--- config.mk ---
export PLATFORM = sky130hd
export DESIGN_NAME = hsv_front
export DESIGN_NICKNAME = d
export VERILOG_FILES = /design/src/design/hsv_pkg.sv /design/src/design/hsv_front.sv
export SDC_FILE = /design/constraint.sdc
export NUM_CORES = 1
export LEC_CHECK = 0
export ABC_AREA = 1
export ABC_CLOCK_PERIOD_IN_PS = 10800
export CAP_MARGIN = 5
export CORE_MARGIN = 2
export CORE_UTILIZATION = 59
export CTS_CLUSTER_SIZE = 30
export DETAILED_ROUTE_END_ITERATION = 12
export DONT_BUFFER_PORTS = 1
export PLACE_DENSITY = 0.82
export SKIP_CTS_REPAIR_TIMING = 1
export SLEW_MARGIN = 20
export SYNTH_ARGS = -nofsm -noshare
export SYNTH_HDL_FRONTEND = slang
export SYNTH_SLANG_ARGS = --single-unit
--- constraint.sdc ---
create_clock -name clk -period 10.8 [get_ports clk]
set_input_delay 2.7 -clock clk [delete_from_list [all_inputs] [get_ports clk]]
set_output_delay 2.7 -clock clk [all_outputs]
set_load 0.02 [all_outputs]
--- src/design/hsv_pkg.sv ---
// Shared types and constants for the HSV to RGB converter.
`default_nettype none

package hsv_pkg;

	// Hue and scale constants
	localparam logic [15:0] HUE_RECIP   = 16'd27962;  // floor(2^24 / 600)
	localparam logic [9:0]  SECTOR_SPAN = 10'd600;
	localparam logic [9:0]  FULL_SCALE  = 10'd1000;
	localparam logic [19:0] FRAC_SCALE  = 20'd600000;
	localparam logic [5:0]  MOD6_RECIP  = 6'd43;      // floor(2^8 / 6) + 1
	localparam logic [2:0]  SECTOR_CNT  = 3'd6;

	// Byte rounding: floor((17*N + 2e7) / 4e7) = floor(((17*N + 2e7) >> 9) / 78125)
	localparam logic [4:0]  LEVEL_MUL   = 5'd17;
	localparam logic [24:0] ROUND_BIAS  = 25'd20000000;
	localparam logic [16:0] BYTE_DIV    = 17'd78125;
	localparam logic [16:0] BYTE_RECIP  = 17'd109951; // floor(2^33 / 78125)

	// Sector codes
	localparam logic [2:0] SEC_RED_GREEN  = 3'd0;
	localparam logic [2:0] SEC_GREEN_RED  = 3'd1;
	localparam logic [2:0] SEC_GREEN_BLUE = 3'd2;
	localparam logic [2:0] SEC_BLUE_GREEN = 3'd3;
	localparam logic [2:0] SEC_BLUE_RED   = 3'd4;
	localparam logic [2:0] SEC_RED_BLUE   = 3'd5;

	// Queue and pipeline sizing
	localparam int QUEUE_DEPTH = 4;
	localparam int QUEUE_AW    = $clog2(QUEUE_DEPTH);
	localparam int BACK_STAGES = 5;
	localparam int CAPACITY    = 1 + QUEUE_DEPTH + BACK_STAGES;
	localparam int CAP_W       = $clog2(CAPACITY + 1) + 1;

	typedef struct packed {
		logic [2:0] sector;
		logic [9:0] rem;
		logic [9:0] sat;
		logic [9:0] val;
	} hsv_item_t;

	typedef struct packed {
		logic full;
		logic empty;
	} hsv_qstat_t;

endpackage

`default_nettype wire

--- src/design/hsv_front.sv ---
// Front end: capture, saturate, and split hue into sector and remainder.
`default_nettype none

module hsv_front import hsv_pkg::*; (
	input  wire logic        clk,
	input  wire logic        arst_n,
	input  wire logic        in_valid,
	output logic             in_stall,
	input  wire logic [15:0] hue_tenths,
	input  wire logic [15:0] sat_tenths,
	input  wire logic [15:0] val_tenths,
	input  wire hsv_qstat_t  qstat,
	output logic             push,
	output hsv_item_t        push_item
);

	logic        valid_s1;
	logic [15:0] hue_s1;
	logic [6:0]  quot_s1;
	logic [9:0]  sat_s1;
	logic [9:0]  val_s1;

	logic [30:0] hue_prod;
	logic [15:0] base;
	logic [15:0] rem_full;
	logic [10:0] rem_raw;
	logic        wrap;
	logic [6:0]  quot;
	logic [12:0] mod_prod;
	logic [4:0]  six_cnt;
	logic [6:0]  six_mul;

	assign in_stall = valid_s1 && qstat.full;
	assign hue_prod = 31'(hue_tenths) * 31'(HUE_RECIP);

	always_ff @(posedge clk or negedge arst_n) begin
		if (!arst_n) begin
			valid_s1 <= 1'b0;
		end else if (!in_stall) begin
			valid_s1 <= in_valid;
		end
	end

	always_ff @(posedge clk) begin
		if (!in_stall && in_valid) begin
			hue_s1  <= hue_tenths;
			quot_s1 <= hue_prod[30:24];
			sat_s1  <= (sat_tenths > 16'(FULL_SCALE)) ? FULL_SCALE : sat_tenths[9:0];
			val_s1  <= (val_tenths > 16'(FULL_SCALE)) ? FULL_SCALE : val_tenths[9:0];
		end
	end

	// Quotient estimate may be one short: fix it up on the remainder
	always_comb begin
		base     = 16'(quot_s1) * 16'(SECTOR_SPAN);
		rem_full = hue_s1 - base;
		rem_raw  = rem_full[10:0];
		wrap     = rem_raw >= 11'(SECTOR_SPAN);
		quot     = quot_s1 + 7'(wrap);
		mod_prod = 13'(quot) * 13'(MOD6_RECIP);
		six_cnt  = mod_prod[12:8];
		six_mul  = 7'(six_cnt) * 7'(SECTOR_CNT);
		push_item.sector = 3'(quot - six_mul);
		push_item.rem    = wrap ? 10'(rem_raw - 11'(SECTOR_SPAN)) : rem_raw[9:0];
		push_item.sat    = sat_s1;
		push_item.val    = val_s1;
	end

	assign push = valid_s1 && !qstat.full;

endmodule

`default_nettype wire

# [Word-level counts from Yosys, hierarchy flattened]
# Cells that the tools add are included.
[word_totals] reg_bits=39 inputBits=53 out_inout_bits=35 word_cells=22
[classes] addsub=4 multipliers=4 magnitude_cmp=3 mux=1 reduce_logical=5
[op_table] cell="16-bit by 10-bit greater-than comparator with 1-bit output, second input constant" count=2
[op_table] cell="16-bit by 14-bit multiplier with 30-bit output, second input constant" count=1
[op_table] cell="7-bit by 6-bit multiplier with 13-bit output, second input constant" count=1
[op_table] cell="11-bit by 10-bit >= comparator with 1-bit output, second input constant" count=1
[op_table] cell="11-bit subtractor" count=1
[op_table] cell="10-bit two-way mux" count=1
[op_table] cell="10-bit subtractor, second input constant" count=1
[op_table] cell="7-bit by 7-bit multiplier with 8-bit output, second input constant" count=1
[op_table] cell="7-bit by 1-bit adder with 7-bit output" count=1
[op_table] cell="5-bit by 2-bit multiplier with 2-bit output, second input constant" count=1
[op_table] cell="1-bit logical AND" count=3
[op_table] cell="3-bit subtractor" count=1
[op_table] cell="1-bit logical NOT" count=2

# [Logic depth before layout (Yosys ltp)]
[logic_depth] ltp_word=7 depth_mapped=39

# [Worst setup path after synthesis]
# Ideal clock, no wire load.
[synth_path] path_type="reg2out" startpoint="register quot_s1[3]" endpoint="output push_item[32] in the netlist's numbering" arrival_ns=7.221 path_slack_ns=0.879 stages_incl_launch_ff=38 n_path_buf=0 cell_sequence="edfxtp_1 > ha_1 > ha_1 > ha_1 > inv_1 > fa_1 > inv_1 > ha_1 > xnor2_1 > ha_1 > a21oi_1 > o31ai_1 > a21oi_1 > nand3_1 > nand2_4 > nand3_4 > ha_1 > ha_1 > [2 not listed] > xor2_1 > ha_1 > inv_1 > fa_1 > fa_1 > inv_1 > ha_1 > nand2_1 > inv_1 > a221oi_1 > nand2_1 > nand2_1 > nand2_1 > ha_1 > xor2_1 > xor2_1 > nand3b_1 > nand2_1"
[synth_lines] element="from (decl)" line="hsv_front.sv:19" source="logic [6:0] quot_s1;"
[synth_lines] element="from (signal assigned)" line="hsv_front.sv:47" source="quot_s1 <= hue_prod[30:24];"
[synth_lines] element="to (decl)" line="hsv_front.sv:14" source="output hsv_item_t push_item"

==> impl_metrics.yaml <==
run_status:
  status: "complete, no violations"
worst_setup_path:
  worstRegToRegCells: 3
  cp-start-kind: "flip-flop"
  crit_path_top_delay_cell: "fa_1"
  crit_path_max_incr_delay_ns: 0.54
  cp_max_fo: 7
  crit_type: "flip-flop to primary output"
  worstPathRequired_ns: 8.10
  crit_top_cell: "inv_1"
  worstSetupEndpointType: "primary output"
  arrival_ns: 7.73
global_routing:
  grt_pass1_wl_um: 25200
  first_global_vias: 5648
  antenna_found_initial: 0
  grt_max_degree: 39
  grt_use_total_pct: 21.7
  grt.overflow.total: 0
floorplan:
  boundaryPins: 88
  die_w_um: 119
  start_util_pct: 59.7
  die_h_um: 119
  dieArea_sq_mm: 0.0142
  coreArea_sq_mm: 0.0131
  core.rowCount: 42
cts:
  root_buffer: "clkbuf_16"
  htreeDepth: 2
  cts_buffer_depth: 2
  cts_made_buffers: 5
  cts_sinks: 39
  clock_latency_ns: 0.28
  cts_tree: "built"
  path_clk_slew_ns: 0.06
synthesis:
  synth_area_leader_cell: "ha_1"
  ys_warn_count: 0
  synth_top_area_share_pct: 26.8
  syn-cell-area_sq_mm: 0.00785
  synth_cell_type_count: 42
  synth.most_common_cell: "inv_1"
  synth_commonest_cells: "inv_1 (203), ha_1 (168), nand2_1 (139)"
  synthArstFlopShare_pct: 2.56
  yosys_most_used_dff: "edfxtp_1"
  synth_fp_nets: 1185
  synth-edff-count: 38
  synth-seq-cells: 39
  synthTopCellsByArea: "ha_1 (27%), fa_1 (24%), edfxtp_1 (15%)"
  seq_area_frac_synth_pct: 14.9
  synthCells: 869
  postSynthAreaPerCell_sq_um: 9.03
sta:
  setup_viol: 0
  fin_skew_ns: 0.00439
  layout_worst_path_cycle_share_pct: 96.6
  max_slew_margin_pct: 34.0
  fmax_mhz: 95.9
  tightest_slew_ns: 0.987
  finalHoldViolations: 0
  drv_slew: 0
  period_needed_ns: 10.43
detailed_routing:
  drc_errors: 0
  routed_wirelength_um: 15400
  wl_per_cell_um: 14.5
  num_vias: 5716
  drt_first_pass_iters: 5
  viasPerCell: 5.40
  drt_iter0_drc: 310
  ant_nets: 0
place:
  placement.io_buffers: 0
  postPlaceCellArea_sq_mm: 0.00806
  gp_congestion: 0.910
  hpwl_um: 13200
worst_hold_path:
  hold_depth: 2
  hold_class: "flip-flop to flip-flop"
cells_and_area:
  synthToLayoutAreaGrowth_pct: 7.54
  diodes: 0
  fillers: 1075
  drive_gt1_share_pct: 6.68
  fin_area_sq_mm: 0.00844
  layout.nets: 1198
  seq_area_sq_mm: 0.00117
  multi_input_comb_area_sq_mm: 0.00603
job:
  drv_cap: 0
==> critical path: cells and delay by family, from the launching register on <==
kind            cells  cell delay [ns]
xor+xnor            3             0.47
buf+inv             7             0.55
flops               1             0.43
compound gates      5             0.94
simple gates       11             1.20
fa+ha+maj          12             3.88
==> registers in the layout, indices dropped and copies added (netlist names) <==
signal	cells
val_s1	10
quot_s1	7
hue_s1	11
sat_s1	10
valid_s1	1
==> stage by stage <==
stage | setup TNS, ns | setup slack [ns] | hold slack [ns] | instances | utilization, %
final | 0 | 0.367 | 0.518 | 1059 | 64.2
after global routing | -0.0529 | -0.0529 | 0.534 | 1059 | 64.2
after CTS | 0 | 0.0411 | 0.521 | 1051 | 62.6
after detailed placement | 0 | 0.364 | 0.506 | 1043 | 61.3
after global placement | 0 | 0.419 | 0.472 | 1043 | 61.3
after floorplan | 0 | 0.879 | 0.459 | 869 | -
==> per-layer routing <==
metal  GRT usage, %  up-vias  share of wire (%)
li1               -     2823                  -
met1           27.8     2748                 43
met2           39.8      119                 52
met3           1.72       26                2.9
met4           5.00        0                1.7
met5              0        -                  0
==> area by class of cell <==
cell class                 count  share of cell area, %
multi-input combinational    620                   71.5
tap                          176                   2.61
sequential                    39                   13.8
inverter                     207                   9.21
timing repair buffer           9                  0.845
clock inverter                 3                  0.519
clock buffer                   5                   1.48
==> cell families after synthesis <==
| group | Yosys count | synth area share (%) |
|---|---|---|
| fa+ha+maj | 263 | 51.0 |
| simple gates | 254 | 14.4 |
| buf+inv | 210 | 10.2 |
| compound gates | 74 | 5.77 |
| flops | 39 | 14.9 |
| xor+xnor | 29 | 3.76 |
==> cell usage in the layout, fill, tap and decap left out, types with 2 or more instances in the layout <==
| master | count |
|---|---|
| inv_2 | 4 |
| nand3_4 | 2 |
| ha_4 | 5 |
| clkbuf_16 | 5 |
| xor2_2 | 5 |
| nand3b_1 | 3 |
| o21ai_0 | 16 |
| fa_1 | 95 |
| ha_2 | 2 |
| a21oi_1 | 24 |
| a31oi_1 | 7 |
| a21oi_2 | 3 |
| nor2_1 | 38 |
| nor4_1 | 3 |
| inv_1 | 203 |
| xnor2_1 | 5 |
| or4_1 | 2 |
| o211ai_2 | 2 |
| nor3_1 | 9 |
| nand4_1 | 13 |
| a21o_1 | 4 |
| o21bai_1 | 3 |
| nand2_2 | 6 |
| ha_1 | 161 |
| o211ai_1 | 3 |
| buf_4 | 8 |
| xor2_1 | 18 |
| edfxtp_1 | 38 |
| o31ai_1 | 2 |
| a211oi_1 | 2 |
| nand3_1 | 33 |
| nand2_1 | 136 |
| nor3_2 | 2 |
| nand2_4 | 2 |
==> path summary, 6_finish.rpt <==
path                       slack (ns)        from             to
max                              0.37  quot_s1[3]  push_item[32]
min                              0.52    valid_s1       valid_s1
max reg2reg                      9.01    valid_s1     quot_s1[5]
min reg2reg                      0.52    valid_s1       valid_s1
max in group asynchronous        8.62      arst_n       valid_s1
min in group asynchronous        2.11      arst_n       valid_s1
Power is not shown: default switching activity piles up to over one toggle a cycle in this logic, so the estimate is an artifact.
