**src/design/hsv_pkg.sv**
```systemverilog
// Shared types and constants for the HSV to RGB converter.
`default_nettype none

package hsv_pkg;

	// Hue and scale constants
	localparam logic [15:0] HUE_RECIP   = 16'd27962;  // floor(2^24 / 600)
	localparam logic [9:0]  SECTOR_SPAN = 10'd600;
	localparam logic [9:0]  FULL_SCALE  = 10'd1000;
	localparam logic [19:0] FRAC_SCALE  = 20'd600000;
	localparam logic [5:0]  MOD6_RECIP  = 6'd43;      // floor(2^8 / 6) + 1
	localparam logic [2:0]  SECTOR_CNT  = 3'd6;

	// Byte rounding: floor((17*N + 2e7) / 4e7) = floor(((17*N + 2e7) >> 9) / 78125)
	localparam logic [4:0]  LEVEL_MUL   = 5'd17;
	localparam logic [24:0] ROUND_BIAS  = 25'd20000000;
	localparam logic [16:0] BYTE_DIV    = 17'd78125;
	localparam logic [16:0] BYTE_RECIP  = 17'd109951; // floor(2^33 / 78125)

	// Sector codes
	localparam logic [2:0] SEC_RED_GREEN  = 3'd0;
	localparam logic [2:0] SEC_GREEN_RED  = 3'd1;
	localparam logic [2:0] SEC_GREEN_BLUE = 3'd2;
	localparam logic [2:0] SEC_BLUE_GREEN = 3'd3;
	localparam logic [2:0] SEC_BLUE_RED   = 3'd4;
	localparam logic [2:0] SEC_RED_BLUE   = 3'd5;

	// Queue and pipeline sizing
	localparam int QUEUE_DEPTH = 4;
	localparam int QUEUE_AW    = $clog2(QUEUE_DEPTH);
	localparam int BACK_STAGES = 5;
	localparam int CAPACITY    = 1 + QUEUE_DEPTH + BACK_STAGES;
	localparam int CAP_W       = $clog2(CAPACITY + 1) + 1;

	typedef struct packed {
		logic [2:0] sector;
		logic [9:0] rem;
		logic [9:0] sat;
		logic [9:0] val;
	} hsv_item_t;

	typedef struct packed {
		logic full;
		logic empty;
	} hsv_qstat_t;

endpackage

`default_nettype wire

```
**src/design/hsv_back.sv**
```systemverilog
// Back end: form p, q, t per sector, scale by value and round to bytes.
`default_nettype none

module hsv_back import hsv_pkg::*; (
	input  wire logic       clk,
	input  wire logic       arst_n,
	input  wire hsv_item_t  head,
	input  wire hsv_qstat_t qstat,
	output logic            pop,
	output logic            out_valid,
	input  wire logic       out_stall,
	output logic [7:0]      red,
	output logic [7:0]      green,
	output logic [7:0]      blue
);

	logic advance;

	logic              valid_s1, valid_s2, valid_s3, valid_s4, valid_s5;
	logic [2:0][19:0]  lvl_s1;
	logic [9:0]        val_s1;
	logic [2:0][29:0]  num_s2;
	logic [2:0][24:0]  scaled_s3;
	logic [2:0][24:0]  scaled_s4;
	logic [2:0][8:0]   est_s4;
	logic [2:0][7:0]   byte_s5;

	logic [19:0]       s_rem, s_comp, a_v, a_p, a_q, a_t;
	logic [9:0]        comp_rem;
	logic [2:0][19:0]  lvl;
	logic [2:0][33:0]  biased;
	logic [2:0][41:0]  recip_prod;
	logic [2:0][24:0]  back_mul;
	logic [2:0][24:0]  resid;

	// Whole back end moves together; hold only while a finished result waits
	assign advance = !(valid_s5 && out_stall);
	assign pop     = advance && !qstat.empty;

	always_comb begin
		comp_rem = SECTOR_SPAN - head.rem;
		s_rem    = 20'(head.sat) * 20'(head.rem);
		s_comp   = 20'(head.sat) * 20'(comp_rem);
		a_v      = FRAC_SCALE;
		a_p      = 20'(FULL_SCALE - head.sat) * 20'(SECTOR_SPAN);
		a_q      = FRAC_SCALE - s_rem;
		a_t      = FRAC_SCALE - s_comp;
		unique case (head.sector)
			SEC_RED_GREEN: begin
				lvl = {a_p, a_t, a_v};
			end
			SEC_GREEN_RED: begin
				lvl = {a_p, a_v, a_q};
			end
			SEC_GREEN_BLUE: begin
				lvl = {a_t, a_v, a_p};
			end
			SEC_BLUE_GREEN: begin
				lvl = {a_v, a_q, a_p};
			end
			SEC_BLUE_RED: begin
				lvl = {a_v, a_p, a_t};
			end
			default: begin
				lvl = {a_q, a_p, a_v};
			end
		endcase
	end

	always_comb begin
		for (int i = 0; i < 3; i++) begin
			biased[i]     = 34'(num_s2[i]) * 34'(LEVEL_MUL) + 34'(ROUND_BIAS);
			recip_prod[i] = 42'(scaled_s3[i]) * 42'(BYTE_RECIP);
			back_mul[i]   = 25'(est_s4[i]) * 25'(BYTE_DIV);
			resid[i]      = scaled_s4[i] - back_mul[i];
		end
	end

	always_ff @(posedge clk or negedge arst_n) begin
		if (!arst_n) begin
			valid_s1 <= 1'b0;
			valid_s2 <= 1'b0;
			valid_s3 <= 1'b0;
			valid_s4 <= 1'b0;
			valid_s5 <= 1'b0;
		end else if (advance) begin
			valid_s1 <= !qstat.empty;
			valid_s2 <= valid_s1;
			valid_s3 <= valid_s2;
			valid_s4 <= valid_s3;
			valid_s5 <= valid_s4;
		end
	end

	always_ff @(posedge clk) begin
		if (advance) begin
			lvl_s1 <= lvl;
			val_s1 <= head.val;
			for (int i = 0; i < 3; i++) begin
				num_s2[i]    <= 30'(val_s1) * 30'(lvl_s1[i]);
				scaled_s3[i] <= biased[i][33:9];
				scaled_s4[i] <= scaled_s3[i];
				est_s4[i]    <= recip_prod[i][41:33];
				// estimate is at most one short
				byte_s5[i]   <= (resid[i] >= 25'(BYTE_DIV)) ? est_s4[i][7:0] + 8'd1
				                                             : est_s4[i][7:0];
			end
		end
	end

	assign out_valid = valid_s5;
	assign red       = byte_s5[0];
	assign green     = byte_s5[1];
	assign blue      = byte_s5[2];

endmodule

`default_nettype wire

```
**config.mk**
```make
export PLATFORM = sky130hd
export DESIGN_NAME = hsv_back
export DESIGN_NICKNAME = d
export VERILOG_FILES = /design/src/design/hsv_pkg.sv /design/src/design/hsv_back.sv
export SDC_FILE = /design/constraint.sdc
export NUM_CORES = 2
export LEC_CHECK = 0
export BUFFER_PORTS_ARGS = -buffer_cell sky130_fd_sc_hd__buf_2
export CORE_UTILIZATION = 41
export CTS_BUF_LIST = sky130_fd_sc_hd__clkbuf_8 sky130_fd_sc_hd__clkbuf_16
export DETAILED_ROUTE_END_ITERATION = 12
export PLACE_DENSITY_LB_ADDON = 0.05
export SLEW_MARGIN = 20
export SYNTH_ARGS = -nofsm -noshare
export SYNTH_HDL_FRONTEND = slang
export SYNTH_SLANG_ARGS = --single-unit
```
**constraint.sdc**
```tcl
create_clock -name clk -period 11.14 [get_ports clk]
set_input_delay 3.342 -clock clk [delete_from_list [all_inputs] [get_ports clk]]
set_output_delay 3.342 -clock clk [all_outputs]
set_load 0.1 [all_outputs]
```
### After elaboration in Yosys (flattened, before gate mapping)

Index checks and enable logic that the tools add are counted.

| storage, ports and cells | value |
|---|---|
| output and inout port bits | 26 |
| bits of input ports | 38 |
| word-level logic and storage cells | 68 |
| register bits after elaboration | 366 |

| cells by class | value |
|---|---|
| $lt $le $gt $ge | 3 |
| mux-type cells | 4 |
| $add $sub $neg | 13 |
| $mul | 15 |
| eq/ne operators | 4 |
| reduce and logical (&&, ||, !) cells | 5 |

Operator list:

| operator | count |
|---|---|
| one-hot mux 60 bit (5 select lines) | 1 |
| multiplier 25 x 17 -> 42 bit (second input constant) | 3 |
| adder 34 x 25 -> 34 bit (second input constant) | 3 |
| multiplier 30 x 5 -> 34 bit (second input constant) | 3 |
| multiplier 10 x 20 -> 30 bit | 3 |
| greater-or-equal comparator 25 x 17 -> 1 bit (second input constant) | 3 |
| multiplier 9 x 17 -> 25 bit (second input constant) | 3 |
| subtractor 25 bit | 3 |
| multiplier 10 x 10 -> 20 bit | 2 |
| subtractor 20 bit (first input constant) | 2 |
| adder 8 x 1 -> 8 bit (second input constant) | 3 |
| two-way mux 8 bit | 3 |
| multiplier 20 x 7 -> 17 bit (second input constant) | 1 |
| subtractor 10 x 10 -> 11 bit (first input constant) | 1 |
| subtractor 10 bit (first input constant) | 1 |
| equality test 3 x 2 -> 1 bit (second input constant) | 2 |
| equality test 3 x 1 -> 1 bit (second input constant) | 1 |
| equality test 3 bit (second input constant) | 1 |
| zero test 3 bit | 1 |
| logical AND 1 bit | 2 |
| zero test 1 bit | 2 |

### Longest topological paths before layout

| depth | value |
|---|---|
| word-level depth | 4 |
| mapped depth | 27 |
| mapped depth without buffers | 26 |

### Least setup slack after synthesis

Ideal clock, no wire load.

| path | value |
|---|---|
| path type | in2reg |
| start | in out_stall |
| end | reg valid_s2 |
| stages on the path | 2 |
| setup time | 0.107 ns |
| path buffers | 0 |
| path slack | -1.098 ns |
| data required time | 11.033 ns |
| data arrival time | 12.131 ns |
| path through | nand2_1 > mux2_2 |

| between the ends | value |
|---|---|
| cells in the longest elaborated chain, start to end | 1 |

RTL lines:

| element | RTL line | text |
|---|---|---|
| start, declared | hsv_back.sv:11 | `input wire logic out_stall,` |
| logical AND 1 bit | hsv_back.sv:37 | `assign advance = !(valid_s5 && out_stall);` |
| end signal, assigned | hsv_back.sv:88 | `valid_s2 <= valid_s1;` |
| end, declared | hsv_back.sv:19 | `logic valid_s1, valid_s2, valid_s3, valid_s4, valid_s5;` |

Every way passes these cells.
A chain may end at the register's enable or synchronous reset.

==> results <==
- The number of enable flip-flop cells after synthesis is 361.
- The slack of the worst reg-to-reg path is 3630 ps.
- The clock skew is 31.5 ps.
- The clock tree from TritonCTS is done.
- The count of instances resized after the clock tree is built is 0.
- The longest clock path from root to sink contains 3 buffers.
- Global routing used 19.3% of the available tracks.
- Across all layers, the routed design uses 52.2k vias.
- The H-tree generated during clock tree synthesis spans 2 levels.
- In this run the tool buffered the top-level ports with 62 buffer cells.
- The cell area that synthesis handed to floorplanning was 0.0808 mm2.
- The depth of the worst register-to-register path is 20.
- A synthesized cell averages 10.0 um2.
- The number of buffers created by CTS is 53.
- The number of placement rows is 162.
- At the pin with the least slew margin, the transition time is 994 ps.
- The highest net fanout along the worst path is 12.
- Detailed placement ended at an HPWL of 153000 um.
- The summed negative setup slack over all endpoints is 0 ps.
- Once detail routing completed, the nets flagged for antenna violations numbered 0.
- From synthesis to final layout, the design area changed by 5.93%.
- The floorplan step set the die height to 446 um.
- Synthesis instantiated 93 different standard cells from the library.
- The category of the critical setup timing path is in2reg.
- The post-detailed-routing wire length is 183000 um.
- The arrival time of the worst setup path is 9960 ps.
- The routed wire length per instance is 17.1 um.
- The hold slack is 471 ps.
- The maximum number of pins on one net before global-route repair is 122.
- The end of the critical path is lvl_s1[18].
- The die area is 0.199 mm2.
- The final setup violation count is 0.
- The number of detailed-route iterations in the first pass is 5.
- Yosys printed 0 warnings.
- In this run the critical register-to-register path is captured at est_s4[17].
- The relative slew slack is 33.1%.
- The startpoint identified for the worst hold timing path is valid_s4.
- Counting flops with an async set or reset pin after synthesis yields a share of 1.37%.
- The clock latency of the later-clocked register in the worst-skew pair is 690 ps.
- The initial core utilization is 41.3%.
- The first global-routing pass estimated 305000 um of wire.
- The initial antenna violation count is 10.
- The clock root buffer is sky130_fd_sc_hd__clkbuf_16.
- The via count of the first global-routing pass came to 57.6k.
- Buffers added to address setup during post-CTS repair amount to 0.
- The width of the chip is 446 um.
- The critical path starts at head[20].
- The critical path capture point type is a register.
- The startpoint of the lowest-slack register-to-register path is scaled_s3[40].
- The total count of max-transition violations in the final report is 0.
- In the routed layout, each cell is associated on average with a via count of 4.88.
- In this run the worst hold path is classified as reg2reg.
- Synthesis produced a netlist with a net count of 10.8k.
- The sequential-to-total area share from yosys stat is 13.6%.
- The flip-flop cell with the highest count after synthesis is sky130_fd_sc_hd__edfxtp_1.
- Synthesis produced 8067 cells.
- After clock tree synthesis, the flow added hold-fix buffers numbering 0.
- The overflow left after global routing is 0.
- The number of DRC violations after detailed routing is 0.
- After layout, the worst path uses 85.5% of the clock period.
- The number of hold-slack violations in the final timing report came to 0.
- The time the worst path needs with I/O delays and setup is 9530 ps.
- Counting every sink on the clock net gives 366.
- The worst setup path is launched from an input pin.
- The congestion estimate from routability-driven global placement came to 0.850.
- The layout cell share with drive strength beyond 1 is 2.95%.
- The final-stage net count is 10.8k.
- Max-cap violations in this run came to 0.
- The clock transition at the registers of the reported paths is 50 ps.
- Timing would allow up to 105 MHz.
- The synthesis-stage register bit count is 366.
- The required time at the worst-slack endpoint is 11570 ps.
- The first-iteration detailed-routing DRC count is 1992.
- The flow ran to the end, and the final reports show no timing, DRC or antenna violations.
- The number of top-level design ports is 64.
- Setup repair after global routing left no endpoint under its margin.
- After floorplanning, the core was sized to cover 0.195 mm2.
[cells in the mapped netlist (all sizes together) (60+ instances only)]
| master | instances | area, um2 |
|---|---|---|
| a21oi | 230 | 1150 |
| nand2 | 555 | 2080 |
| ha | 1262 | 15800 |
| inv | 2037 | 7650 |
| nor2 | 248 | 933 |
| xor2 | 97 | 850 |
| edfxtp | 361 | 10800 |
| xnor2 | 207 | 1810 |
| fa | 1464 | 29300 |
| and2 | 398 | 2490 |
| o21ai | 158 | 791 |
| a21o | 128 | 961 |
| nor3 | 78 | 395 |
| nand3 | 60 | 305 |
| clkbuf | 173 | 649 |
[layout by cell type (no fill, tap or decap), types with 12 or more instances in the layout]
cell                        synthesis  final
sky130_fd_sc_hd__and2_1           398    398
sky130_fd_sc_hd__a41oi_1           13     13
sky130_fd_sc_hd__o21bai_1          26     26
sky130_fd_sc_hd__a211oi_1          29     29
sky130_fd_sc_hd__a31oi_1           22     22
sky130_fd_sc_hd__inv_1           2037   2040
sky130_fd_sc_hd__o21ai_0          147    147
sky130_fd_sc_hd__fa_1            1464   1464
sky130_fd_sc_hd__nand3_1           59     59
sky130_fd_sc_hd__nand4_1           23     23
sky130_fd_sc_hd__a22oi_1           13     13
sky130_fd_sc_hd__a211o_1           13     13
sky130_fd_sc_hd__nand2b_1          55     55
sky130_fd_sc_hd__a21o_1           128    128
sky130_fd_sc_hd__clkinv_2           0     15
sky130_fd_sc_hd__nand2_1          555    554
sky130_fd_sc_hd__nor2b_1           32     31
sky130_fd_sc_hd__clkbuf_16          0     53
sky130_fd_sc_hd__nor2_1           247    247
sky130_fd_sc_hd__a21oi_1          229    229
sky130_fd_sc_hd__or3_1             19     19
sky130_fd_sc_hd__and3_1            26     26
sky130_fd_sc_hd__buf_4              0     26
sky130_fd_sc_hd__xnor2_1          207    207
sky130_fd_sc_hd__o211ai_1          27     27
sky130_fd_sc_hd__buf_2              1     62
sky130_fd_sc_hd__xor2_1            97     97
sky130_fd_sc_hd__edfxtp_1         361    361
sky130_fd_sc_hd__a31o_2            12     12
sky130_fd_sc_hd__ha_1            1262   1262
sky130_fd_sc_hd__mux2i_1           15     15
sky130_fd_sc_hd__o21a_1            55     55
sky130_fd_sc_hd__or2_2             22     22
sky130_fd_sc_hd__nor3_1            77     77
[layer usage]
layer	part of all wire, %	vias up	track usage (%)
li1	-	25207	-
met1	48	26211	26.7
met2	47	597	32.5
met3	2.9	174	1.91
met4	2.2	8	4.36
met5	0.027	-	0
[worst min path at each step]
| stage | to | slack [ps] | depth (start not counted) |
|---|---|---|---|
| after floorplan | out_valid | 430 | 1 |
| after global placement | out_valid | 450 | 1 |
| after detailed placement | out_valid | 460 | 1 |
| after CTS | out_valid | 470 | 1 |
| after global routing | out_valid | 500 | 1 |
| final | out_valid | 470 | 1 |
[stage by stage]
step | utilization (%) | setup slack (ps) | cells | area (um2)
3_3_place_gp | 42.9 | 940 | 10588 | 83900
2_1_floorplan | - | 1620 | 8067 | 80800
5_1_grt | 43.8 | 1240 | 10688 | 85600
6_report | 43.8 | 1610 | 10688 | 85600
4_1_cts | 43.8 | 1680 | 10687 | 85600
3_5_place_dp | 42.9 | 953 | 10588 | 83900
[state kept, by name (all words and copies together), names as in the netlist, 8 cells and up]
name and cells:
val_s1 10, num_s2 90, green 8, blue 8, scaled_s3 75, red 8, est_s4 27, lvl_s1 60
scaled_s4 75
[final cells by class]
type                       instances  area, um2
clock buffer                      53       1330
sequential                       366      11000
timing repair buffer              89        526
multi-input combinational       5472      61500
tap                             2624       3280
clock inverter                    46        353
fill                           19162     110000
antenna                            1       2.50
inverter                        2037       7650
[kinds of logic after synthesis]
family          after synthesis  share of synthesized area, %
fa+ha+maj                  2726                          55.8
xor+xnor                    304                          3.30
simple gates               1551                          9.41
buf+inv                    2229                          10.4
compound gates              871                          7.26
flops                       366                          13.6
mux                          20                         0.260
[critical path, cell delays in order]
cell                        delay (ps)
sky130_fd_sc_hd__buf_2             200
sky130_fd_sc_hd__nor3_1            390
sky130_fd_sc_hd__nand3b_1          240
sky130_fd_sc_hd__inv_1              50
sky130_fd_sc_hd__o21ai_0           250
sky130_fd_sc_hd__xnor2_1           290
sky130_fd_sc_hd__nand2_1           130
sky130_fd_sc_hd__fa_1              500
sky130_fd_sc_hd__fa_1              570
sky130_fd_sc_hd__fa_1              430
sky130_fd_sc_hd__fa_1              490
sky130_fd_sc_hd__inv_1              50
sky130_fd_sc_hd__fa_1              470
sky130_fd_sc_hd__inv_1              40
sky130_fd_sc_hd__ha_1              350
sky130_fd_sc_hd__a21o_1            200
sky130_fd_sc_hd__a211o_1           290
sky130_fd_sc_hd__a41o_1            230
sky130_fd_sc_hd__a2111oi_0         540
sky130_fd_sc_hd__nor3_1            170
sky130_fd_sc_hd__a211oi_1          340
sky130_fd_sc_hd__nor2_1            100
sky130_fd_sc_hd__a221o_1           270
Power is left out: the tool's default activity adds up to more than one toggle a clock period on the data nets, which glitch-free logic cannot reach.
