===== config.mk =====
export PLATFORM = sky130hd
export DESIGN_NAME = hsv_queue
export DESIGN_NICKNAME = d
export VERILOG_FILES = /design/src/design/hsv_pkg.sv /design/src/design/hsv_queue.sv
export SDC_FILE = /design/constraint.sdc
export NUM_CORES = 1
export LEC_CHECK = 0
export CAP_MARGIN = 40
export CORE_MARGIN = 1
export CORE_UTILIZATION = 40
export CTS_CLUSTER_DIAMETER = 120
export DETAILED_ROUTE_END_ITERATION = 6
export DONT_BUFFER_PORTS = 1
export PLACE_DENSITY = 0.53
export SLEW_MARGIN = 20
export SYNTH_ARGS = -nofsm -noshare
export SYNTH_HDL_FRONTEND = slang
export SYNTH_SLANG_ARGS = --single-unit

===== constraint.sdc =====
create_clock -name clk -period 4.1 [get_ports clk]
set_input_delay 0.615 -clock clk [delete_from_list [all_inputs] [get_ports clk]]
set_output_delay 0.615 -clock clk [all_outputs]
set_load 0.05 [all_outputs]

===== src/design/hsv_pkg.sv =====
// Shared types and constants for the HSV to RGB converter.
`default_nettype none

package hsv_pkg;

	// Hue and scale constants
	localparam logic [15:0] HUE_RECIP   = 16'd27962;  // floor(2^24 / 600)
	localparam logic [9:0]  SECTOR_SPAN = 10'd600;
	localparam logic [9:0]  FULL_SCALE  = 10'd1000;
	localparam logic [19:0] FRAC_SCALE  = 20'd600000;
	localparam logic [5:0]  MOD6_RECIP  = 6'd43;      // floor(2^8 / 6) + 1
	localparam logic [2:0]  SECTOR_CNT  = 3'd6;

	// Byte rounding: floor((17*N + 2e7) / 4e7) = floor(((17*N + 2e7) >> 9) / 78125)
	localparam logic [4:0]  LEVEL_MUL   = 5'd17;
	localparam logic [24:0] ROUND_BIAS  = 25'd20000000;
	localparam logic [16:0] BYTE_DIV    = 17'd78125;
	localparam logic [16:0] BYTE_RECIP  = 17'd109951; // floor(2^33 / 78125)

	// Sector codes
	localparam logic [2:0] SEC_RED_GREEN  = 3'd0;
	localparam logic [2:0] SEC_GREEN_RED  = 3'd1;
	localparam logic [2:0] SEC_GREEN_BLUE = 3'd2;
	localparam logic [2:0] SEC_BLUE_GREEN = 3'd3;
	localparam logic [2:0] SEC_BLUE_RED   = 3'd4;
	localparam logic [2:0] SEC_RED_BLUE   = 3'd5;

	// Queue and pipeline sizing
	localparam int QUEUE_DEPTH = 4;
	localparam int QUEUE_AW    = $clog2(QUEUE_DEPTH);
	localparam int BACK_STAGES = 5;
	localparam int CAPACITY    = 1 + QUEUE_DEPTH + BACK_STAGES;
	localparam int CAP_W       = $clog2(CAPACITY + 1) + 1;

	typedef struct packed {
		logic [2:0] sector;
		logic [9:0] rem;
		logic [9:0] sat;
		logic [9:0] val;
	} hsv_item_t;

	typedef struct packed {
		logic full;
		logic empty;
	} hsv_qstat_t;

endpackage

`default_nettype wire


===== src/design/hsv_queue.sv =====
// Short queue between the front end and the arithmetic back end.
`default_nettype none

module hsv_queue import hsv_pkg::*; (
	input  wire logic      clk,
	input  wire logic      arst_n,
	input  wire logic      push,
	input  wire hsv_item_t push_item,
	input  wire logic      pop,
	output hsv_item_t      head,
	output hsv_qstat_t     qstat
);

	hsv_item_t           entry_q [QUEUE_DEPTH];
	logic [QUEUE_AW-1:0] wr_ptr_q;
	logic [QUEUE_AW-1:0] rd_ptr_q;
	logic [QUEUE_AW:0]   count_q;

	assign qstat.full  = count_q == (QUEUE_AW+1)'(QUEUE_DEPTH);
	assign qstat.empty = count_q == '0;
	assign head        = entry_q[rd_ptr_q];

	always_ff @(posedge clk or negedge arst_n) begin
		if (!arst_n) begin
			wr_ptr_q <= '0;
			rd_ptr_q <= '0;
			count_q  <= '0;
		end else begin
			if (push) begin
				wr_ptr_q <= wr_ptr_q + 1'b1;
			end
			if (pop) begin
				rd_ptr_q <= rd_ptr_q + 1'b1;
			end
			if (push && !pop) begin
				count_q <= count_q + 1'b1;
			end else if (pop && !push) begin
				count_q <= count_q - 1'b1;
			end
		end
	end

	always_ff @(posedge clk) begin
		if (push) begin
			entry_q[wr_ptr_q] <= push_item;
		end
	end

endmodule

`default_nettype wire


-- Yosys cells after proc, flatten, opt, wreduce, memory -nomap -nowiden
Memories as Yosys holds them, arrays and structs flattened.
Cells that the tools add are included.
- memories kept: 1
- bits in registers: 7
- RAM bits: 132
- output and inout port bits: 35
- logic and storage cells: 19
- input port bits: 37
- memories (memory ; words ; bits a word ; rd ports ; clocked after memory_dff ; wr ports ; line ; text):
    entry_q ; 4 ; 33 ; 1 ; 0 ; 1 ; hsv_queue.sv:14 ; hsv_item_t entry_q [QUEUE_DEPTH];
- add/sub/neg operators: 4
- equality and inequality tests: 1
- mux-type cells: 4
- reduce and logical (&&, ||, !) cells: 6
- operators by type and width (operator ; count):
    two-way mux 3 bit ; 2
    adder 2 x 1 -> 2 bit (second input constant) ; 2
    adder 3 x 1 -> 3 bit (second input constant) ; 1
    equality test 3 bit (second input constant) ; 1
    zero test 3 bit ; 1
    subtractor 3 x 1 -> 3 bit (second input constant) ; 1
    logical AND 1 bit ; 2
    zero test 1 bit ; 2
    two-way mux 1 bit ; 2
    nonzero test 2 bit ; 1

-- Logic depth before layout (Yosys ltp)
Gate-level depths: netlist of the first run.
- word-level depth: 4
- depth in mapped cells: 7
- mapped depth without buffers: 7

-- Least setup slack after synthesis of the first run
No wires, ideal clock.
- path type: reg-to-output
- start: reg count_q[0]
- end: out qstat[1] (netlist bit)
- buffers on the path: 0
- data required time: 3.485 ns
- data arrival time: 1.599 ns
- path slack: 1.886 ns
- cell stages (with the launch flop): 2
- cell sequence: dfrtp_1 -> nor3b_1
- RTL lines (element ; line ; text):
    start: declaration ; hsv_queue.sv:17 ; logic [QUEUE_AW:0] count_q;
    start signal: assignment ; hsv_queue.sv:36 ; count_q <= count_q + 1'b1;
    start signal: assignment ; hsv_queue.sv:38 ; count_q <= count_q - 1'b1;
    end: declaration ; hsv_queue.sv:11 ; output hsv_qstat_t qstat

==> implementation parameters, run 1 <==
Parameter                              Value

Power
  Fraction of power consumed by combinational cells    33.7%
  Portion of total power attributed to the clock network    27.6%
  Areal power density over the cells    850 nW/um2
  Reported net switching power    1.91 mW
  Largest vdd supply drop    0.578 mV
  Proportion of total power due to net switching    37.1%
  Internal power component    3.25 mW
  Sequential power share    38.7%
  Leak Pwr    1.98 nW

Synthesis
  Number of distinct library cells after synthesis    19
  Number of instances in the synthesized netlist    207
  Post-Syn Nets    250
  Netlist area before placement    5210 um2
  Number of register bits inferred by synthesis    139
  Sequential-to-total area share from yosys stat    79.5%
  Ys Warns    0
  Avg Synthesized Cell Area    25.2 um2

Detailed routing
  Initial DRC Count    126
  Number of remaining DRC errors    0
  Post-detailed-route count of antenna-violating nets    0
  Mean routed wirelength per cell    20.7 um
  Total vias in the final route    2086
  Via-to-Cell Ratio    5.06
  Overall routed net length    8510 um
  Number of iterations in the first detailed-routing pass    4

GRT
  Maximum number of pins on one net before global-route repair    26
  Overall overflow remaining after global route    0
  Antenna violations before repair    0
  Global-route wire length before repair    13000 um
  GRT Overall Usage    14.3%
  Vias in the first global route    2233

Worst setup path
  Critical path capture point type    primary output
  Critical setup path kind    reg -> out
  Slowest cell on crit path    sky130_fd_sc_hd__mux4_1
  Data arrival at the endpoint of the critical path    2290 ps
  Nature of the critical path startpoint    register
  Worst Path Required    3480 ps
  Max stage delay on crit path    880 ps
  Largest driver fanout on the critical path    16
  Cell-by-cell listing of the critical path    buf_4 > mux4_1

Die
  CORE AREA    12700 um2
  Die extent in x    116 um
  Area enclosed by the die boundary    13500 um2
  Number of standard-cell rows in the floorplan    41
  Number of I/O pins    72
  DIE HEIGHT    116 um
  Starting density of the core    41.1%

Place
  Port Buffer Count    0
  Routability congestion estimate from global placement    0.635

Clock network
  Clock root buffer    sky130_fd_sc_hd__clkbuf_16
  CTS tree    yes
  Clock buffers created by TritonCTS    17
  Setup Buffers After CTS    0
  Insertion delay to the later sink of the worst-skew pair    410 ps
  TritonCTS sink count    139
  Clock-pin slew on the worst setup and hold paths    50 ps
  Number of gates resized after cts    0
  H-tree depth    4
  Number of buffers on the longest clock path    2
  Number of hold-repair buffers added at the cts stage    1

STA
  Fin crit period    2900 ps
  Clk_skew    3.68 ps
  Final worst path period share    70.8%
  Smallest hold slack    282 ps
  Worst slew margin    43.1%
  Slew of the pin with the lowest slew margin    849 ps
  Aggregate negative setup slack    0 ps
  RSZ-0062 raised after global routing    false
  Highest clock frequency the design can meet    0.344 GHz
  Final hold viol count    0
  Endpoints failing setup    0
  Max-slew violation total from the final report    0

Cells and area
  Layout cell share with drive strength beyond 1    29.6%
  Antenna fix cells    0
  Signed area change from the synthesized netlist to the final layout    16.5%
  Post-layout net count    270
  Fillers    1068

Run status
  Result of the run    finished clean

Run
  # Max-Cap Violations    0

Worst hold path
  Worst min-delay path category    in -> reg
[worst max-delay path: cells and delay by family, from the launching register on]
kind	cells	cell delay, ps
muxes	1	880
DFF	1	590
buffers and inverters	1	400
[sequential cells by signal, indices dropped and copies added, names as in the netlist]
register / flops
entry_q: 132
count_q: 3
rd_ptr_q: 2
wr_ptr_q: 2
[per-layer routing]
layer	GRT usage, %	wire, um	vias to the layer above
met5	0	0	-
met4	7.95	150	0
met3	7.06	670	12
met2	21.7	4130	64
met1	16.8	3570	1092
li1	-	-	918
[cell families (layout without fill, tap and decap cells)]
kind of cell               Yosys count  count (layout)  share of synthesized area, %
buffers and inverters               12              45                          2.04
AOI/OAI and AO/OA                    1               1                        0.0960
xor gates and xnor gates             6               6                          1.01
and+or+nand+nor                      9               9                         0.937
DFF                                139             139                          79.5
adders and majority gates            6               6                          1.59
muxes                               34              34                          14.8
[synthesized netlist by cell type (all sizes together)]
cell,n,share of area [%]
buf,8,1.8
mux2,1,0.22
and2,4,0.48
dfrtp,7,3.4
nand2,2,0.14
fa,1,0.38
nor3,1,0.096
xnor2,2,0.34
nor3b,1,0.14
xor2,4,0.67
nor2,1,0.072
o21ai,1,0.096
edfxtp,132,76
inv,4,0.29
mux4,33,15
ha,5,1.2
[power by group through the flow]
stage	Sequential, mW	Clock (mW)	Combinational, mW
finish	1.99	1.42	1.74
CTS	2.00	1.46	1.78
detailed placement	2.03	0	1.77
global placement	2.08	0	1.62
global route	2.02	1.52	1.83
floorplan	1.95	0	1.59
[worst paths after layout]
path / startpoint / slack [ps] / depth (start not counted) / to
setup reg to reg: wr_ptr_q[0] / 2420 / 4 / entry_q[0][7]
max in group asynchronous: arst_n / 3290 / 1 / rd_ptr_q[0]
min in group asynchronous: arst_n / 540 / 1 / count_q[2]
hold reg to reg: count_q[2] / 500 / 1 / count_q[2]
setup / recovery: rd_ptr_q[0] / 1200 / 2 / head[29]
hold / removal: pop / 280 / 1 / rd_ptr_q[0]
[cells in the final DEF (no fill, tap or decap), drive strengths merged]
master,synthesis,routed
dfrtp,7,7
nor3b,1,1
clkinvlp,0,3
mux2,1,1
xnor2,2,2
o21ai,1,1
mux4,33,33
fa,1,1
nor3,1,1
clkbuf,0,19
inv,4,5
buf,8,8
edfxtp,132,132
nor2,1,1
ha,5,5
and2,4,4
nand2,2,2
bufinv,0,2
xor2,4,4
dlygate4sd3,0,1
clkinv,0,7
[cell type report]
class	instances	area (um2)	area share (%)
sequential	139	4140	68.3
multi-input combinational	56	972	16.0
clock buffer	19	433	7.14
tap	172	215	3.55
timing repair buffer	9	163	2.68
clock inverter	13	126	2.08
inverter	4	15.0	0.248
[metrics by stage]
stage | instances | util [%] | total power [mW] | cell area (um2) | setup WS [ps]
2_1_floorplan | 207 | - | 3.54 | 5210 | 1890
3_3_place_gp | 374 | 42.4 | 3.70 | 5370 | 1570
3_5_place_dp | 379 | 43.4 | 3.80 | 5500 | 1570
4_1_cts | 412 | 47.9 | 5.24 | 6070 | 1110
5_1_grt | 412 | 47.9 | 5.38 | 6070 | 1060
6_report | 412 | 47.9 | 5.16 | 6070 | 1200
(Power assumes the default switching activity.)
==> run 2, diff against run 1 <==
--- a/config.mk
+++ b/config.mk
@@ -5,6 +5,7 @@
 export SDC_FILE = /design/constraint.sdc
 export NUM_CORES = 1
 export LEC_CHECK = 0
+export ABC_AREA = 1
 export CAP_MARGIN = 40
 export CORE_MARGIN = 1
 export CORE_UTILIZATION = 40
==> constraint.sdc (replaced) <==
create_clock -name clk -period 2.7 [get_ports clk]
set_input_delay 0.405 -clock clk [delete_from_list [all_inputs] [get_ports clk]]
set_output_delay 0.405 -clock clk [all_outputs]
set_load 0.05 [all_outputs]
==> run 2 against run 1 <==
Clock-buffer cell count is 1 lower. Hold slack worse by 210 ps. Cell count is 63% higher. Cell area is 14% higher. Synthesized cell count is 110% higher. Combinational power is 130% higher. Global-route usage is 1.6 points higher. Utilization is 1.1 points higher. Critical path depth is 3 higher. Critical path type unchanged. Critical endpoint is now head[10]. Largest cell class unchanged. Largest power group is now combinational cells. Highest routed layer unchanged.
==> implementation parameters, run 2 <==
Parameter                              Value

Run status
  Result of the run    finished clean

Cells and area
  Flip-flop count of the largest register, all copies and words added    132 (unchanged)
  Post-layout net count    520 (+93%)
  Antenna fix cells    0 (unchanged)
  Most frequent cells in the layout    sky130_fd_sc_hd__edfxtp_1, sky130_fd_sc_hd__nand2_1, sky130_fd_sc_hd__inv_1
  Register containing the most flip-flops in the final layout    entry_q
  Final instance count without filler cells    670 (+63%)
  Signed area change from the synthesized netlist to the final layout    17.4%
  Most frequent standard cell in the layout excluding fill and tap cells    sky130_fd_sc_hd__edfxtp_1
  Layout cell share with drive strength beyond 1    26.5% (-3.1 points)
  Registers with the most flip-flops    entry_q x132, count_q x3

Power
  Leak Pwr    2.74 nW (+39%)
  Reported net switching power    3.90 mW (+100%)
  Total design power    9.28 mW (+80%)
  Largest vdd supply drop    0.651 mV (+13%)
  Portion of total power attributed to the clock network    23.4% (-4.2 points)
  Proportion of total power due to net switching    42.0% (+4.9 points)
  Internal power component    5.39 mW (+66%)
  Sequential power share    33.2% (-5.5 points)
  Areal power density over the cells    1340 nW/um2 (+58%)
  Fraction of power consumed by combinational cells    43.4% (+9.7 points)

Synthesis
  Ys Warns    0 (unchanged)
  Number of synthesized flops with an enable pin    132 (unchanged)
  Area share of the leading cell type in the synthesized netlist    67.4% (-8.7 points)
  Netlist area before placement    5880 um2 (+13%)
  Most numerous cell in the Yosys netlist    sky130_fd_sc_hd__edfxtp_1
  Library cell occupying the most area in the post-synthesis netlist    sky130_fd_sc_hd__edfxtp_1
  Post-Syn Nets    476 (+90%)
  Biggest area contributors in the synthesized netlist    sky130_fd_sc_hd__edfxtp_1, sky130_fd_sc_hd__o211ai_2, sky130_fd_sc_hd__nand2_1
  Number of register bits inferred by synthesis    139 (unchanged)
  Sequential-to-total area share from yosys stat    70.4% (-9.1 points)
  Main flop type after synthesis    sky130_fd_sc_hd__edfxtp_1
  Avg Synthesized Cell Area    13.6 um2 (-46%)
  Number of instances in the synthesized netlist    433 (+110%)
  Post-synth ARST share    5.04% (unchanged)
  Most used standard cells in the synthesized netlist    sky130_fd_sc_hd__edfxtp_1, sky130_fd_sc_hd__nand2_1, sky130_fd_sc_hd__inv_1
  Number of distinct library cells after synthesis    21 (+2)

Clock network
  Number of gates resized after cts    0 (unchanged)
  Setup Buffers After CTS    0 (unchanged)
  TritonCTS sink count    139 (unchanged)
  CTS tree    yes
  Insertion delay to the later sink of the worst-skew pair    410 ps (about the same)
  Number of buffers on the longest clock path    2 (unchanged)
  Clock-pin slew on the worst setup and hold paths    50 ps (about the same)
  Clock root buffer    sky130_fd_sc_hd__clkbuf_16
  H-tree depth    4 (unchanged)
  Clock buffers created by TritonCTS    17 (unchanged)

GRT
  Antenna violations before repair    0 (unchanged)
  GRT Overall Usage    15.9% (+1.6 points)
  Vias in the first global route    3206 (+44%)
  Maximum number of pins on one net before global-route repair    42 (+62%)
  Overall overflow remaining after global route    0 (unchanged)
  Global-route wire length before repair    17100 um (+32%)

Worst setup path
  Max stage delay on crit path    740 ps (-140 ps)
  Worst Path Required    2300 ps (-1180 ps)
  Nature of the critical path startpoint    register
  Critical path capture point type    primary output
  Cell repeated most along the worst path    sky130_fd_sc_hd__nand2_1
  Critical setup path kind    reg -> out
  Cell-by-cell listing of the critical path    buf_12 > nand2_1 > o211ai_1 > nand2_1 > buf_4
  Slowest cell on crit path    sky130_fd_sc_hd__dfrtp_4
  Largest driver fanout on the critical path    41 (+25)
  Data arrival at the endpoint of the critical path    1910 ps (-380 ps)

Die
  Area enclosed by the die boundary    15200 um2 (+13%)
  Number of standard-cell rows in the floorplan    43 (+4.9%)
  Number of I/O pins    72 (unchanged)
  DIE HEIGHT    123 um (+6.2%)
  CORE AREA    14100 um2 (+11%)
  Starting density of the core    41.7% (+0.64 points)
  Die extent in x    123 um (+6.2%)

STA
  Aggregate negative setup slack    0 ps (unchanged)
  Slew of the pin with the lowest slew margin    655 ps (-194 ps)
  Final hold viol count    0 (unchanged)
  Endpoints failing setup    0 (unchanged)
  RSZ-0062 raised after global routing    false
  Final worst path period share    85.9%
  Clk_skew    5.88 ps (+2.20 ps)
  Highest clock frequency the design can meet    0.431 GHz
  Worst slew margin    56.1% (+13 points)
  Max-slew violation total from the final report    0 (unchanged)
  Fin crit period    2320 ps

Detailed routing
  Via-to-Cell Ratio    4.71 (-6.9%)
  Initial DRC Count    159 (+26%)
  Mean routed wirelength per cell    16.4 um (-21%)
  Total vias in the final route    3157 (+51%)
  Number of iterations in the first detailed-routing pass    4 (unchanged)
  Post-detailed-route count of antenna-violating nets    0 (unchanged)
  Overall routed net length    11000 um (+29%)
  Number of remaining DRC errors    0 (unchanged)

Place
  Post-placement cell count    637 (+68%)
  Routability congestion estimate from global placement    0.742 (+17%)
  HPWL reported at the end of detailed placement    6760 um
  Port Buffer Count    0 (unchanged)

Worst hold path
  Worst min-delay path category    in -> reg

Run
  # Max-Cap Violations    0 (unchanged)
run 2: cells by family after synthesis:
| kind of cell | synth area share, % |
|---|---|
| flip-flops | 70.4 |
| AND/OR/NAND/NOR | 8.36 |
| buffers and inverters | 7.98 |
| AO/OA/AOI/OAI | 11.3 |
| adder cells (fa/ha/maj) | 1.40 |
| XOR/XNOR | 0.596 |
run 2: worst paths after layout:
check | startpoint | end | slack, ps | cells past startpoint
hold / removal | pop | rd_ptr_q[0] | 80 | 1
max in group asynchronous | arst_n | rd_ptr_q[0] | 2100 | 1
setup reg to reg | wr_ptr_q[0] | entry_q[0][28] | 730 | 5
hold reg to reg | count_q[2] | count_q[2] | 510 | 2
setup / recovery | rd_ptr_q[0] | head[10] | 380 | 5
min in group asynchronous | arst_n | rd_ptr_q[0] | 330 | 1
run 2: power groups by stage:
| stage | Combinational [mW] | Clock [mW] | Sequential [mW] |
|---|---|---|---|
| 2_1_floorplan | 3.14 | 0 | 2.99 |
| 3_3_place_gp | 4.05 | 0 | 3.11 |
| 3_5_place_dp | 4.07 | 0 | 3.13 |
| 4_1_cts | 4.09 | 2.23 | 3.09 |
| 5_1_grt | 4.35 | 2.31 | 3.13 |
| 6_report | 4.02 | 2.18 | 3.08 |
run 2: layout make-up:
type | instances | area (um2)
clock inverter | 14 | 130
multi-input combinational | 193 | 1270
clock buffer | 18 | 429
inverter | 78 | 294
sequential | 139 | 4140
fill | 1219 | 7190
timing repair buffer | 48 | 413
tap | 180 | 225
run 2: metrics by stage:
step	hold slack [ps]	utilization, %	area [um2]	setup slack, ps
3_3_place_gp	110	45.0	6340	724
2_1_floorplan	109	-	5880	773
5_1_grt	56.9	49.0	6910	231
4_1_cts	58.6	49.0	6910	351
6_report	76.2	49.0	6910	380
3_5_place_dp	110	45.0	6340	671
run 2: timing repair:
action,4_1_cts,5_1_grt
hold buffers,1,0
setup endpoints to repair,0,0
endpoints found under the hold margin,7,0
run 2: worst max-delay path: cells and delay by family (launching register included):
kind,cells,cell delay [ps]
flip-flops,1,740
AND/OR/NAND/NOR,2,170
AO/OA/AOI/OAI,1,80
buffers and inverters,2,490
run 2: layer usage:
metal,GRT usage (%),share of wire [%],vias up
met5,0,0,-
met2,26.3,50,66
met1,18.5,43,1501
met4,6.33,1.3,0
li1,-,-,1579
met3,6.23,5.4,11
